===== config.mk =====
export PLATFORM = sky130hd
export DESIGN_NAME = rtyc_cfg
export DESIGN_NICKNAME = d
export VERILOG_FILES = /design/src/hdl/rtyc_pkg.sv /design/src/hdl/rtyc_cfg.sv
export SDC_FILE = /design/constraint.sdc
export NUM_CORES = 1
export LEC_CHECK = 0
export BUFFER_PORTS_ARGS = -buffer_cell sky130_fd_sc_hd__buf_2
export CORE_MARGIN = 2
export CORE_UTILIZATION = 36
export DETAILED_ROUTE_END_ITERATION = 10
export HOLD_SLACK_MARGIN = 0.06
export PLACE_DENSITY = 0.82
export SLEW_MARGIN = 25
export SYNTH_ARGS = -nofsm -noshare
export SYNTH_HDL_FRONTEND = slang
export SYNTH_SLANG_ARGS = --single-unit

===== constraint.sdc =====
create_clock -name clk -period 1.6 [get_ports clk]
set_input_delay 0.16 -clock clk [delete_from_list [all_inputs] [get_ports clk]]
set_output_delay 0.16 -clock clk [all_outputs]
set_load 0.05 [all_outputs]

===== src/hdl/rtyc_pkg.sv =====
// rtyc_pkg: shared types and constants of the rgb to yuv 4:2:0 converter
// used by rtyc_cfg, rtyc_line_mem and rgb_to_yuv420_converter; no dependencies
package rtyc_pkg;

	localparam int MAX_HALF_WIDTH_DEF = 2048;
	localparam int HW_W = 12;
	localparam int PAIR_W = 14;
	localparam int QSUM_W = 7;
	localparam int PADDR_W = 3;
	localparam int PDATA_W = 32;

	localparam logic [HW_W-1:0] HALF_WIDTH_RST = 12'd320;

	// register index, taken from paddr[2]
	localparam logic REG_HALF_WIDTH = 1'b0;

	typedef struct packed {
		logic       frame_start;
		logic [7:0] red;
		logic [7:0] green;
		logic [7:0] blue;
	} pix_t;

	typedef struct packed {
		logic [7:0] luma;
		logic       chroma_valid;
		logic [7:0] chroma_blue;
		logic [7:0] chroma_red;
	} yuv_t;

endpackage


===== src/hdl/rtyc_cfg.sv =====
// rtyc_cfg: apb-style register port holding half_width
// depends on rtyc_pkg
module rtyc_cfg (
	input  logic                          clk,
	input  logic                          arst_n,
	input  logic                          psel,
	input  logic                          penable,
	input  logic                          pwrite,
	input  logic [rtyc_pkg::PADDR_W-1:0]  paddr,
	input  logic [rtyc_pkg::PDATA_W-1:0]  pwdata,
	output logic [rtyc_pkg::PDATA_W-1:0]  prdata,
	output logic                          pready,
	output logic [rtyc_pkg::HW_W-1:0]     half_width
);
	import rtyc_pkg::*;

	logic [HW_W-1:0] half_width_q;
	logic            wr_en;

	assign pready = 1'b1;
	assign wr_en  = psel & penable & pwrite & pready;

	always_ff @(posedge clk or negedge arst_n) begin
		if (!arst_n) begin
			half_width_q <= HALF_WIDTH_RST;
		end else if (wr_en && paddr[2] == REG_HALF_WIDTH) begin
			half_width_q <= pwdata[HW_W-1:0];
		end
	end

	always_comb begin
		prdata = '0;
		if (paddr[2] == REG_HALF_WIDTH) begin
			prdata = {{(PDATA_W-HW_W){1'b0}}, half_width_q};
		end
	end

	assign half_width = half_width_q;

endmodule


==> impl_metrics.json, run 1 <==
{
  "yosys_warnings": 0,
  "period_share": 0.839,
  "place_area_sq_um": 900,
  "antenna_found_initial": 0,
  "r2r_setup_slack_ns": 0.83,
  "ant_nets": 0,
  "holdWs_ns": 0.120,
  "synth_async_sr_flop_share": 1.00,
  "path_class": "flop to primary output",
  "clock-sinks": 12,
  "drive_gt1_frac": 0.596,
  "final_cell_area_sq_um": 946,
  "pin_count": 85,
  "drcViolationCount": 0,
  "hold_viol": 0,
  "routed_wl_mm": 1.35,
  "routedWlPerCell_um": 10.3,
  "r2r_end": "half_width[3]",
  "period_needed_ns": 1.34,
  "drt_first_pass_iters": 1,
  "cts.clk_slew.worst_paths_ns": 0.08,
  "fin_setup_tns_ns": 0,
  "fmax_mhz": 745,
  "synth_area_leaders": "dfrtp_1, buf_4, mux2_4",
  "largest_register_ffs": 12,
  "dpl_worst_slack_ns": 0.326,
  "final_nets": 145,
  "power.density_nw_per_um2": 1520,
  "syn-cell-area_sq_um": 757,
  "num_vias": 512,
  "viasPerCell": 3.91,
  "gp_congestion": 0.611,
  "netlist_instances": 62,
  "ys.flop_type": "dfrtp_1",
  "grt_max_degree": 14,
  "cts-htree-levels": 1,
  "die_area_sq_um": 2490,
  "core-area_sq_um": 1980,
  "synth.top_cells.by_count": "buf_4, dfrtp_1, mux2_4, nor2b_1",
  "yosysMostFrequentCell": "buf_4",
  "rsz0062_at_grt": "no",
  "numCtsBuffers": 3,
  "area_delta_synth_final_pct": 25.0,
  "rows": 16,
  "overflow": 0,
  "leakage_nw": 0.563,
  "synth_top_area_cell": "dfrtp_1",
  "syn-mean-instance-area_sq_um": 12.2,
  "skew_ns": 0,
  "synth-seq-cells": 12,
  "start_kind": "flop",
  "fp.dieW_um": 49.9,
  "ir_worst_vdd_mv": 0.569,
  "critical_path_peak_fanout": 3,
  "drv_slew": 0,
  "r2r-start": "half_width[3]",
  "arrival_ns": 1.18,
  "p_switching_w": 0.000725,
  "power_frac_clock": 0.164,
  "end_kind": "primary output",
  "cts-root-buf": "clkbuf_4",
  "first_global_vias": 504,
  "tritoncts": "yes",
  "portBuffers": 41,
  "antennaDiodeCount": 0,
  "outcome": "finished, final reports clean",
  "hp-class": "input port to flop",
  "reg2regPathDepth": 1,
  "drt_iter0_drc": 0,
  "cp.required_ns": 1.44,
  "p_seq_frac": 0.294,
  "sw_frac_of_total": 0.503,
  "synth_edf_count": 0,
  "maxCapViolCount": 0,
  "holdPathStages": 2,
  "ys_types": 11,
  "hold_path_end": "half_width[0]",
  "fin_ws_ns": 0.258,
  "track_usage": 0.121,
  "die_h_um": 49.9,
  "setup_violations": 0,
  "hpwl_mm": 1.07,
  "clockBufferDepth": 2,
  "comb_power_share": 0.542,
  "synth_top_area_frac": 0.331,
  "hold_start": "pwdata[0]",
  "grt_pass1_wl_mm": 2.25,
  "clk_latency_ns": 0.26,
  "ys_seq_area_frac": 0.400,
  "p_int_w": 0.000715,
  "floorplan.initialDensity": 0.382,
  "cts_resized": 0
}
## worst max-delay path: stages (launching register included)
cell and delay, ns:
dfstp_2 0.54, nor2b_2 0.12, buf_2 0.26
## power by group through the flow
stage	Sequential, W	Combinational [W]	Clock (W)
floorplan	0.000666	0.000434	0
global placement	0.000424	0.000775	0
detailed placement	0.000430	0.000782	0
CTS	0.000425	0.000785	0.000246
global route	0.000437	0.000812	0.000265
finish	0.000424	0.000780	0.000236
## stage by stage
stage | total power, W | utilization | cells
after floorplan | 0.00110 | - | 81
after global placement | 0.00120 | 0.454 | 126
after detailed placement | 0.00121 | 0.454 | 126
after CTS | 0.00146 | 0.477 | 131
after global routing | 0.00151 | 0.477 | 131
final | 0.00144 | 0.477 | 131
## cell families after synthesis
kind of cell	after synthesis	share of synthesized area
buffers and inverters	23	0.228
multiplexers	12	0.228
other	2	0.00992
flip-flops	12	0.400
AND/OR/NAND/NOR	13	0.134
## cells in the final DEF (no fill, tap or decap), types with 2 or more instances in the layout
master    Yosys  routed
and2b_1       2       2
buf_2         0      41
clkbuf_4      0       3
conb_1        2      21
dfrtp_1      10      10
dfstp_2       2       2
mux2_2        2       2
mux2_4       10      10
nor2b_1      10       8
nor2b_2       0       2
## worst max path at each step
stage	start	end	slack (ns)	cells after the start
floorplan	half_width[0]	prdata[0]	0.04	1
global placement	paddr[2]	half_width[1]	0.35	3
detailed placement	paddr[2]	half_width[3]	0.33	3
CTS	half_width[6]	prdata[6]	0.24	2
global route	half_width[6]	prdata[6]	0.19	2
finish	half_width[6]	prdata[6]	0.26	2
## final cells by class
type	count	area [sq um]
Fill cell	193	1040
Multi-Input combinational cell	46	358
Sequential cell	12	303
Timing Repair Buffer	42	215
Clock buffer	4	36.3
Tap cell	27	33.8
## metal layers
layer | GRT usage | share of wire | routed length (um) | vias to the layer above
li1 | - | - | - | 238
met1 | 0.140 | 0.38 | 519 | 242
met2 | 0.209 | 0.52 | 704 | 32
met3 | 0.0303 | 0.093 | 125 | 0
met4 | 0.0556 | 0 | 0 | 0
met5 | 0 | 0 | 0 | -
## what timing repair did
| action | in CTS | in global routing |
|---|---|---|
| setup buffers | 0 | 0 |
| endpoints found under the hold margin | 12 | 0 |
| hold buffers | 1 | 0 |
No activity file was read; power rests on OpenSTA's default activity.
==> run 2: changes to the inputs <==
--- a/config.mk
+++ b/config.mk
@@ -7,10 +7,10 @@
 export LEC_CHECK = 0
 export BUFFER_PORTS_ARGS = -buffer_cell sky130_fd_sc_hd__buf_2
 export CORE_MARGIN = 2
-export CORE_UTILIZATION = 36
+export CORE_UTILIZATION = 30
 export DETAILED_ROUTE_END_ITERATION = 10
 export HOLD_SLACK_MARGIN = 0.06
-export PLACE_DENSITY = 0.82
+export PLACE_DENSITY = 0.72
 export SLEW_MARGIN = 25
 export SYNTH_ARGS = -nofsm -noshare
 export SYNTH_HDL_FRONTEND = slang
==> constraint.sdc (replaced) <==
create_clock -name clk -period 1.2 [get_ports clk]
set_input_delay 0.12 -clock clk [delete_from_list [all_inputs] [get_ports clk]]
set_output_delay 0.12 -clock clk [all_outputs]
set_load 0.05 [all_outputs]
==> run 2 against run 1 <==
The flow now finishes with violations (negative setup slack). Routed wire length is 17% higher. Sequential share of layout area is 5.1 points lower. Non-clock buffer count is 4 higher. Clock power is 38% higher. Total power is 45% higher. Core utilization is 1.4 points lower. Via count is 2.1% higher. Hold slack worse by 0.045 ns. Combinational power is 53% higher. Register-to-register slack worse by 0.52 ns. Global-route usage is 0.64 points lower. Clock skew stayed put. Critical endpoint is now prdata[8]. Largest power group unchanged.
==> impl_metrics.json, run 2 (same netlist as run 1, synthesis figures left out) <==
{
  "outcome": "complete, but fails checks",
  "violations": "negative setup slack",
  "cts-root-buf": "clkbuf_4",
  "fin_cells": 138,
  "path_class": "flop to primary output",
  "pin_count": 85,
  "start_kind": "flop",
  "largest_register_ffs": 12,
  "track_usage": 0.115,
  "setup_violations": 2,
  "cts.clk_slew.worst_paths_ns": 0.08,
  "num_vias": 523,
  "cp.required_ns": 1.08,
  "tritoncts": "yes",
  "routedWlPerCell_um": 11.4,
  "fmax_mhz": 815,
  "floorplan.initialDensity": 0.311,
  "final_nets": 149,
  "nFillCells": 243,
  "drive_gt1_frac": 0.704,
  "grt_max_degree": 13,
  "hp-class": "input port to flop",
  "rows": 18,
  "leakage_nw": 0.641,
  "die_area_sq_um": 2940,
  "drcViolationCount": 0,
  "ir_worst_vdd_mv": 0.823,
  "drt_first_pass_iters": 2,
  "overflow": 0,
  "portBuffers": 41,
  "antennaDiodeCount": 0,
  "dp_cells": 132,
  "final_common_cell": "buf_2",
  "gp_congestion": 0.597,
  "rsz0062_at_grt": "yes",
  "grt_pass1_wl_mm": 2.31,
  "first_global_vias": 506,
  "end_kind": "primary output",
  "drt_iter0_drc": 1,
  "fin_ws_ns": -0.0275,
  "area_delta_synth_final_pct": 48.8,
  "routed_wl_mm": 1.57,
  "cts-htree-levels": 1,
  "skew_ns": 0,
  "fp.dieW_um": 54.2,
  "die_h_um": 54.2,
  "arrival_ns": 1.11,
  "numCtsBuffers": 3,
  "clock-sinks": 12,
  "power.density_nw_per_um2": 1850,
  "critical_path_peak_fanout": 3,
  "hpwl_mm": 1.20,
  "clk_latency_ns": 0.27,
  "seq_area_sq_um": 303,
  "ant_nets": 0,
  "period_needed_ns": 1.23,
  "viasPerCell": 3.79,
  "layout_common_cells": "buf_2, conb_1, nor2b_4, mux2_4, dfrtp_1",
  "period_share": 1.02,
  "drv_slew": 0,
  "fin_setup_tns_ns": -0.0532,
  "antenna_found_initial": 0,
  "core-area_sq_um": 2430,
  "maxCapViolCount": 0,
  "multi_input_area_sq_um": 430,
  "hold_viol": 0,
  "clockBufferDepth": 2
}
run 2: changes by cell type in the layout (fill, tap and decap cells not counted), sizes merged:
cell / before / now
clkbuf: 4 / 9
buf: 41 / 40
run 2: critical path, stage by stage, from the launching register on:
cell and delay [ns]:
dfstp_2 0.54, nor2b_4 0.15, buf_8 0.15
run 2: final timing paths:
kind / start / to / slack, ns / cells after the start
min reg2reg: half_width[0] / half_width[0] / 0.54 / 1
max: half_width[8] / prdata[8] / -0.03 / 2
min: pwdata[10] / half_width[10] / 0.08 / 2
min in group asynchronous: arst_n / half_width[2] / 0.26 / 2
max reg2reg: half_width[9] / half_width[9] / 0.31 / 2
max in group asynchronous: arst_n / half_width[6] / 0.66 / 2
run 2: per-stage QoR:
step | hold WS, ns | power [W] | area (sq um) | util | setup WS (ns)
floorplan | -0.176 | 0.00154 | 907 | - | 0.0202
detailed placement | 0.0216 | 0.00171 | 1020 | 0.421 | 0.154
CTS | 0.0619 | 0.00206 | 1080 | 0.446 | -0.0484
global route | 0.0688 | 0.00219 | 1130 | 0.463 | -0.0850
finish | 0.0753 | 0.00208 | 1130 | 0.463 | -0.0275
global placement | 0.0137 | 0.00169 | 1020 | 0.421 | 0.170
run 2: area by class of cell:
class	count	share of cell area
flip-flops and latches	12	0.269
repair buffers	46	0.283
multi-input cells	46	0.382
clock buffers	4	0.0322
well taps	30	0.0333
run 2: report_power, final:
part	leakage, nW	switching (W)	internal [W]	total (W)
registers	0.141	0.0000662	0.000505	0.000571
logic	0.479	0.000803	0.000385	0.00119
clock network	0.0210	0.000140	0.000184	0.000325
run 2: timing repair:
item,in CTS,in global routing
hold endpoints to repair,12,0
endpoints found under the setup margin,4,12
setup buffers,0,1
hold buffers,1,0
resized for setup,5,16
run 2: metal layers:
layer | routed length, um | share of wire | track usage
met4 | 0 | 0 | 0.0500
met1 | 658 | 0.42 | 0.129
met3 | 138 | 0.088 | 0.0246
met2 | 776 | 0.49 | 0.207
met5 | 0 | 0 | 0
